### config.mk
export PLATFORM = sky130hd
export DESIGN_NAME = trw_run
export DESIGN_NICKNAME = d
export VERILOG_FILES = /design/src/rtl/core/trw_pkg.sv /design/src/rtl/core/trw_run.sv
export SDC_FILE = /design/constraint.sdc
export NUM_CORES = 1
export LEC_CHECK = 0
export ABC_AREA = 1
export ABC_CLOCK_PERIOD_IN_PS = 5080
export BUFFER_PORTS_ARGS = -buffer_cell sky130_fd_sc_hd__buf_2
export CORE_ASPECT_RATIO = 1.75
export CORE_MARGIN = 2
export CORE_UTILIZATION = 35
export DETAILED_ROUTE_END_ITERATION = 6
export GPL_TIMING_DRIVEN = 0
export PLACE_DENSITY = 0.56
export SYNTH_ARGS = -nofsm -noshare
export SYNTH_HDL_FRONTEND = slang
export SYNTH_SLANG_ARGS = --single-unit
### constraint.sdc
create_clock -name clock -period 5.08 [get_ports clock]
set_input_delay 1.016 -clock clock [delete_from_list [all_inputs] [get_ports clock]]
set_output_delay 1.016 -clock clock [all_outputs]
set_load 0.02 [all_outputs]
### src/rtl/core/trw_pkg.sv
`default_nettype none
// ----------------------------------------------------------------------------
// trw_pkg: shared types and constants for the text run width / hit test block
// Operation codes, glyph table constants and the table command bundle.
// ----------------------------------------------------------------------------
package trw_pkg;

   localparam int TABLE_ENTRIES = 256;
   localparam int ADDR_BITS     = 8;
   localparam int RUN_BITS      = 28;
   localparam int COUNT_BITS    = 16;
   localparam int WVAL_BITS     = 13;
   localparam int PX_BITS       = 16;

   localparam logic [ADDR_BITS-1:0] TAB_CODE     = 8'h09;
   localparam logic [ADDR_BITS-1:0] NEWLINE_CODE = 8'h0A;
   localparam logic [7:0]           CONT_MASK    = 8'hC0;
   localparam logic [7:0]           CONT_MATCH   = 8'h80;
   localparam int                   TAB_FACTOR_SHIFT = 2;  // tab = 4x fill width
   localparam int                   DEFAULT_FILL = 8;

   typedef enum logic [1:0] {
      OP_FILL = 2'd0,
      OP_SET  = 2'd1,
      OP_TEXT = 2'd2
   } op_type;

   // table command, one per accepted beat
   typedef struct packed {
      logic                        fill;
      logic                        set;
      logic                        read;
      logic [ADDR_BITS-1:0]        addr;
      logic signed [WVAL_BITS-1:0] value;
   } tbl_cmd_type;

endpackage : trw_pkg
`default_nettype wire

### src/rtl/core/trw_run.sv
`default_nettype none
// ----------------------------------------------------------------------------
// trw_run: run accumulator and hit test
// Adds lead-byte widths, counts bytes, tracks the hit and the pending
// second-half candidate; clears itself after the last byte.
// ----------------------------------------------------------------------------
module trw_run #(
   parameter int WIDTH_BITS    = 12,
   parameter int MAX_RUN_BYTES = 65535
) (
   input  wire logic                            clock,
   input  wire logic                            reset,
   input  wire logic                            step,
   input  wire logic [7:0]                      text_byte,
   input  wire logic signed [trw_pkg::PX_BITS-1:0] pixel_x,
   input  wire logic                            last_byte,
   input  wire logic [WIDTH_BITS-1:0]           glyph_width,
   output logic [trw_pkg::RUN_BITS-1:0]         total_width,
   output logic [trw_pkg::COUNT_BITS-1:0]       hit_offset
);
   import trw_pkg::*;

   logic [RUN_BITS-1:0]   run_width_ff, run_width_in;
   logic [COUNT_BITS-1:0] run_count_ff, run_count_in;
   logic                  hit_found_ff, hit_found_in;
   logic [COUNT_BITS-1:0] hit_pos_ff, hit_pos_in;
   logic                  cand_ff, cand_in;
   logic                  cand_cont_ff, cand_cont_in;

   logic [RUN_BITS:0]     sum_half, sum_full, px_ext;
   logic                  is_cont, left_half, in_glyph, end_hit;

   assign is_cont  = (text_byte & CONT_MASK) == CONT_MATCH;
   assign sum_half = {1'b0, run_width_ff} + (RUN_BITS+1)'(glyph_width >> 1);
   assign sum_full = {1'b0, run_width_ff} + (RUN_BITS+1)'(glyph_width);
   assign px_ext   = (RUN_BITS+1)'(pixel_x[PX_BITS-2:0]);
   // negative positions lie left of every midpoint
   assign left_half = pixel_x[PX_BITS-1] || (px_ext < sum_half);
   assign in_glyph  = px_ext < sum_full;

   always_comb begin
      run_width_in = run_width_ff;
      hit_found_in = hit_found_ff;
      hit_pos_in   = hit_pos_ff;
      cand_in      = cand_ff;
      cand_cont_in = cand_cont_ff;

      if (is_cont) begin
         if (cand_ff) begin
            cand_cont_in = 1'b1;
         end
      end else begin
         if (!hit_found_ff && cand_ff && cand_cont_ff) begin
            hit_found_in = 1'b1;
            hit_pos_in   = run_count_ff;
         end
         cand_in      = 1'b0;
         cand_cont_in = 1'b0;
         if (!hit_found_in) begin
            if (left_half) begin
               hit_found_in = 1'b1;
               hit_pos_in   = run_count_ff;
            end else if (in_glyph) begin
               cand_in = 1'b1;
            end
         end
         run_width_in = sum_full[RUN_BITS] ? '1 : sum_full[RUN_BITS-1:0];
      end

      if (run_count_ff < COUNT_BITS'(MAX_RUN_BYTES)) begin
         run_count_in = run_count_ff + 1'b1;
      end else begin
         run_count_in = run_count_ff;
      end

      // candidate confirmed by continuation bytes resolves at run end
      end_hit     = !hit_found_in && cand_in && cand_cont_in;
      total_width = run_width_in;
      if (hit_found_in) begin
         hit_offset = hit_pos_in;
      end else begin
         hit_offset = run_count_in;
      end
      if (end_hit) begin
         hit_offset = run_count_in;
      end
   end

   always_ff @(posedge clock) begin
      if (reset || (step && last_byte)) begin
         run_width_ff <= '0;
         run_count_ff <= '0;
         hit_found_ff <= 1'b0;
         hit_pos_ff   <= '0;
         cand_ff      <= 1'b0;
         cand_cont_ff <= 1'b0;
      end else if (step) begin
         run_width_ff <= run_width_in;
         run_count_ff <= run_count_in;
         hit_found_ff <= hit_found_in;
         hit_pos_ff   <= hit_pos_in;
         cand_ff      <= cand_in;
         cand_cont_ff <= cand_cont_in;
      end
   end

endmodule : trw_run
`default_nettype wire

# Word level (Yosys, flattened, before mapping)
# Index checks and enable logic that the tools add are counted.
# op_classes
reduce_logical,9
n_eq_ne,1
muxes,20
n_addsub,3
n_lt_le_gt_ge,3
# op_table
operator,n
two-way mux 16 bit,7
less-than comparator 15 x 29 -> 1 bit,2
two-way mux 28 bit,2
adder 28 x 11 -> 29 bit,1
adder 28 x 12 -> 29 bit,1
adder 16 x 1 -> 16 bit (second input constant),1
less-than comparator 16 bit (second input constant),1
two-way mux 1 bit,11
logical AND 1 bit,5
equality test 2 bit (second input constant),1
logical NOT 1 bit,2
logical OR 1 bit,2
# totals
elab_cells,42
output_inout_bits,44
reg_bits,63
in_bits,40

# Logic depth before layout (Yosys ltp)
# depth
ltp_word,11
mapped_depth,25
mapped_depth_nobuf,24

# Worst setup path after synthesis
# OpenSTA, ideal clock, no wires.
# synth_timing
path_type,input to output
from,input port glyph_width[1]
to,output port hit_offset[0] in the netlist's numbering
stages,21
arrival_ns,3.935
path_slack_ns,0.129
t_required_ns,4.064
n_path_buf,1
path_cell_list,ha_1 -> inv_1 -> fa_1 -> inv_1 -> nand3_1 -> nand2_2 -> nand2_1 -> nand2_1 -> xnor2_1 -> ha_1 -> inv_1 -> o31ai_1 -> a21oi_1 -> nor2_1 -> nor2_1 -> o21ai_0 -> nand3_2 -> o22ai_4 -> inv_2 -> buf_2 -> o21ai_1
# synth_between
elab_chain_cells,10
word_cells_on_any_way,20
cone_classes,add/sub: 2; order compare: 2; mux: 12; reduce/logical: 4
# synth_rtl
element,line,source
"start, declared",trw_run.sv:17,"input wire logic [WIDTH_BITS-1:0] glyph_width,"
adder 28 x 11 -> 29 bit,trw_run.sv:34,"assign sum_half = {1'b0, run_width_ff} + (RUN_BITS+1)'(glyph_width >> 1);"
less-than comparator 15 x 29 -> 1 bit,trw_run.sv:38,assign left_half = pixel_x[PX_BITS-1] || (px_ext < sum_half);
logical OR 1 bit,trw_run.sv:38,
two-way mux 1 bit,trw_run.sv:60,if (left_half) begin
two-way mux 1 bit,trw_run.sv:59,if (!hit_found_in) begin
two-way mux 1 bit,trw_run.sv:48,if (is_cont) begin
logical NOT 1 bit,trw_run.sv:77,end_hit = !hit_found_in && cand_in && cand_cont_in;
logical AND 1 bit (2 in a row),trw_run.sv:77,
two-way mux 16 bit (*),trw_run.sv:84,if (end_hit) begin
"end, declared",trw_run.sv:19,output logic [trw_pkg::COUNT_BITS-1:0] hit_offset
# Every way passes the cells marked *; elsewhere a longest branch is shown, timed or not.

# Final worst setup path
# layout_timing
from,input port glyph_width[5]
to,output port hit_offset[7] in the netlist's numbering
# The elaborated chain is that of the path after synthesis.

==> results.py <==
metrics = {
    "synthesis": {
        "syn-instance-count": 1060,
        "synth_edf_count": 0,
        "synth_ff_type": "dfxtp_1",
        "synth.top_cells.by_area": "dfxtp_1 19%, nand2_1 14%, ha_1 10%",
        "yosysMostFrequentCell": "nand2_1",
        "ys_ff_latch": 63,
        "synthTopCellsByCount": "236 x nand2_1, 172 x inv_1, 118 x nand3_1, 92 x nor2_1, 75 x a21oi_1",
        "synthDistinctLibCells": 46,
        "netlist_area_mm2": 0.00648,
        "ys.warnings.count": 0,
        "netlist.top_cell.by_area": "dfxtp_1",
        "synth.net_count": 1154,
        "synth_top_area_share_pct": 19.5,
        "avgSynthCellArea_um2": 6.11,
        "async_reset_ff_share_pct": 0,
        "ys_seq_area_share_pct": 19.5,
    },
    "grt": {
        "grt_pass1_wl_um": 36800,
        "grt_max_degree": 11,
        "gr-total-overflow": 0,
        "grt_pass1_vias": 7264,
        "antenna_found_initial": 0,
        "track_usage_pct": 24.3,
    },
    "timing": {
        "setup_viol": 16,
        "hold_viol_final": 0,
        "fin_ws_ns": -0.151,
        "layout_min_cycle_time_ns": 5.23,
        "rsz0062_at_grt": "yes",
        "finClkSkew_ns": 0.00845,
        "slew_violations": 0,
        "fmax_ghz": 0.191,
        "tightest_slew_ns": 0.970,
        "slew_headroom_pct": 35.1,
        "timing.final.crit_share_pct": 103,
    },
    "drt": {
        "drtAntennaViolNets": 0,
        "vias_per_cell": 5.22,
        "route.detailed.drc": 0,
        "drt_iter0_drc": 339,
        "drt_wl_total_um": 24000,
        "drtPass1Iterations": 5,
        "routedWlPerCell_um": 17.0,
        "vias": 7386,
    },
    "clock_network": {
        "cts_made_buffers": 9,
        "cts-htree-levels": 3,
        "cts_tree": "built",
        "clkLatencyLatePin_ns": 0.34,
        "clock_path_buffers": 2,
        "cts.clk_slew.worst_paths_ns": 0.06,
        "cts-root-buf": "clkbuf_16",
        "cts.sinks": 63,
    },
    "critical_path": {
        "critical_path.startpoint_type": "input pin",
        "r2r_start": "run_width_ff[0]",
        "worstSetupPathType": "in2out",
        "crit-reg2reg-capture": "hit_pos_ff[3]",
        "r2r_slack_ns": 1.42,
        "crit_buf_inv": 5,
        "max_stage_delay_ns": 0.39,
        "critPathSlowestCell": "ha_2",
        "crit_path_end_kind": "primary output",
        "reg2reg_depth": 27,
        "crit_path_start": "glyph_width[5]",
        "worstPathMaxFanout": 7,
        "worstPathRequired_ns": 4.06,
        "crit_top_cell": "nand2_4",
        "cp.arrival_ns": 4.22,
        "cpLargestDelayFamily": "simple AND/OR/NAND/NOR gates",
        "crit_chain": "buf_2 -> ha_2 -> nand2_2 -> nor2_4 -> buf_4 -> nand2_4 -> nand2_4 -> xnor2_2 -> ha_1 -> inv_1 -> o31ai_2 -> a21oi_2 -> nor2_1 -> nor2_1 -> o21ai_2 -> nand3_4 -> nand2_4 -> nand2_8 -> nand2_8 -> buf_12 -> nand2_4 -> nand3_4 -> o21ai_4 -> buf_6",
    },
    "status": {
        "violations": "negative setup slack",
        "status": "complete, but fails checks",
    },
    "place": {
        "place.gp.congestion": 0.937,
        "port_buffers": 77,
        "dpl.hpwl_um": 18900,
        "place_ws_ns": -1.17,
    },
    "hold_path": {
        "hold_depth": 2,
        "min_to": "cand_ff",
        "holdCritStartpoint": "cand_ff",
        "hp-class": "reg2reg",
    },
    "floorplan": {
        "start_util_pct": 35.9,
        "core_area_mm2": 0.0181,
        "die_area_mm2": 0.0197,
        "rows": 65,
        "dieHeight_um": 184,
        "die_w_um": 107,
        "pin_count": 84,
    },
    "finish": {
        "antenna_cells": 0,
        "drive_above_1_share_pct": 20.1,
        "final_util_pct": 46.2,
        "area_growth_syn_to_layout_pct": 28.8,
        "nets": 1270,
    },
    "pwr": {
        "vdd_drop_max_mv": 0.222,
        "p_leak_nw": 4.14,
        "p_per_area_mw_per_mm2": 263,
    },
    "run": {
        "maxCapViolCount": 0,
    },
}
==> worst max path at each step <==
stage                          to  slack, ns  cells past startpoint
floorplan           hit_offset[0]       0.13                     21
global placement    hit_offset[7]      -1.13                     23
detailed placement  hit_offset[7]      -1.17                     23
CTS                 hit_offset[7]      -0.20                     27
global route        hit_offset[7]      -0.25                     27
finish              hit_offset[7]      -0.15                     24
==> timing repair <==
action | CTS | global route
hold buffers | 0 | 0
buffers inserted | 18 | 9
gates resized for setup | 110 | 42
setup endpoints to repair | 16 | 19
pin swaps | 20 | 17
endpoints found under the hold margin | 0 | 0
cloned | 1 | 0
==> flip-flops by register name, indices dropped and copies added (netlist names) <==
| register | cells |
|---|---|
| run_count_ff | 16 |
| hit_found_ff | 1 |
| cand_ff | 1 |
| run_width_ff | 28 |
| cand_cont_ff | 1 |
| hit_pos_ff | 16 |
==> layout make-up <==
class                      instances  area [µm²]
buffer                            34         191
clock buffer                      12         256
clock inverter                     3        90.1
fill                            1947        9710
inverter                         179         677
multi-input combinational        784        4830
sequential                        63        1260
tap                              234         293
timing repair buffer             105         749
==> tightest hold or removal path: stages (launching register included) <==
cell     delay, ns
dfxtp_1       0.32
nand3_1       0.08
nand2_1       0.05
==> layer usage <==
metal	part of all wire [%]	up-vias	global-route usage, %	routed length, µm
met5	0	-	0	0
met4	6.0	0	13.5	1440
met3	4.6	80	2.84	1110
met2	54	230	48.0	13000
met1	35	3384	23.9	8460
li1	-	3692	-	-
==> through the flow <==
stage          instance area (µm²)  power, mW  hold WS [ns]  TNS (ns)  std cells
6_report                      8340       2.20         0.498     -1.88       1414
5_1_grt                       8340       2.32         0.510     -3.62       1414
4_1_cts                       8070       2.15         0.492     -2.72       1405
3_5_place_dp                  7160       1.29         0.477    -15.17       1371
3_3_place_gp                  7160       1.29         0.464    -14.71       1371
2_1_floorplan                 6480       1.06         0.452         0       1060
==> where the power goes <==
| part | total, mW | switching, mW | internal, mW | leakage (nW) |
|---|---|---|---|---|
| combinational | 0.898 | 0.551 | 0.347 | 3.46 |
| clock | 0.742 | 0.238 | 0.504 | 0.169 |
| sequential | 0.558 | 0.0339 | 0.524 | 0.517 |
| total | 2.20 | 0.823 | 1.37 | 4.14 |
==> cells in the final DEF, fill, tap and decap left out, types with 6 or more instances in the layout <==
cell type  Yosys  routed
nand2_1      236     211
inv_1        172     170
nand3_1      118     103
nor2_1        92      89
a21oi_1       75      74
dfxtp_1       63      63
buf_2          5      62
ha_1          52      45
o21ai_0       35      34
xor2_1        31      31
buf_4          2      24
buf_6          2      23
clkbuf_1      20      21
nand2_2        9      19
nand4_1       16      16
o211ai_1      16      16
nand2_4        2      16
nand3_2        2      15
nor3_1        14      13
o21ai_2        0      12
xnor2_1       13      10
a221oi_1       9       9
clkbuf_16      0       9
o21a_1         8       8
nor2_2         6       7
inv_2          6       7
o221ai_1       6       6
ha_4           0       6
==> cell families after synthesis <==
kind of cell | Yosys count | share of synthesized area, %
AO/OA/AOI/OAI | 176 | 16.1
flip-flops | 63 | 19.5
AND/OR/NAND/NOR | 510 | 35.0
adder cells (fa/ha/maj) | 54 | 10.7
XOR/XNOR | 44 | 5.95
buffers and inverters | 213 | 12.8
No activity file was read; power rests on OpenSTA's default activity.
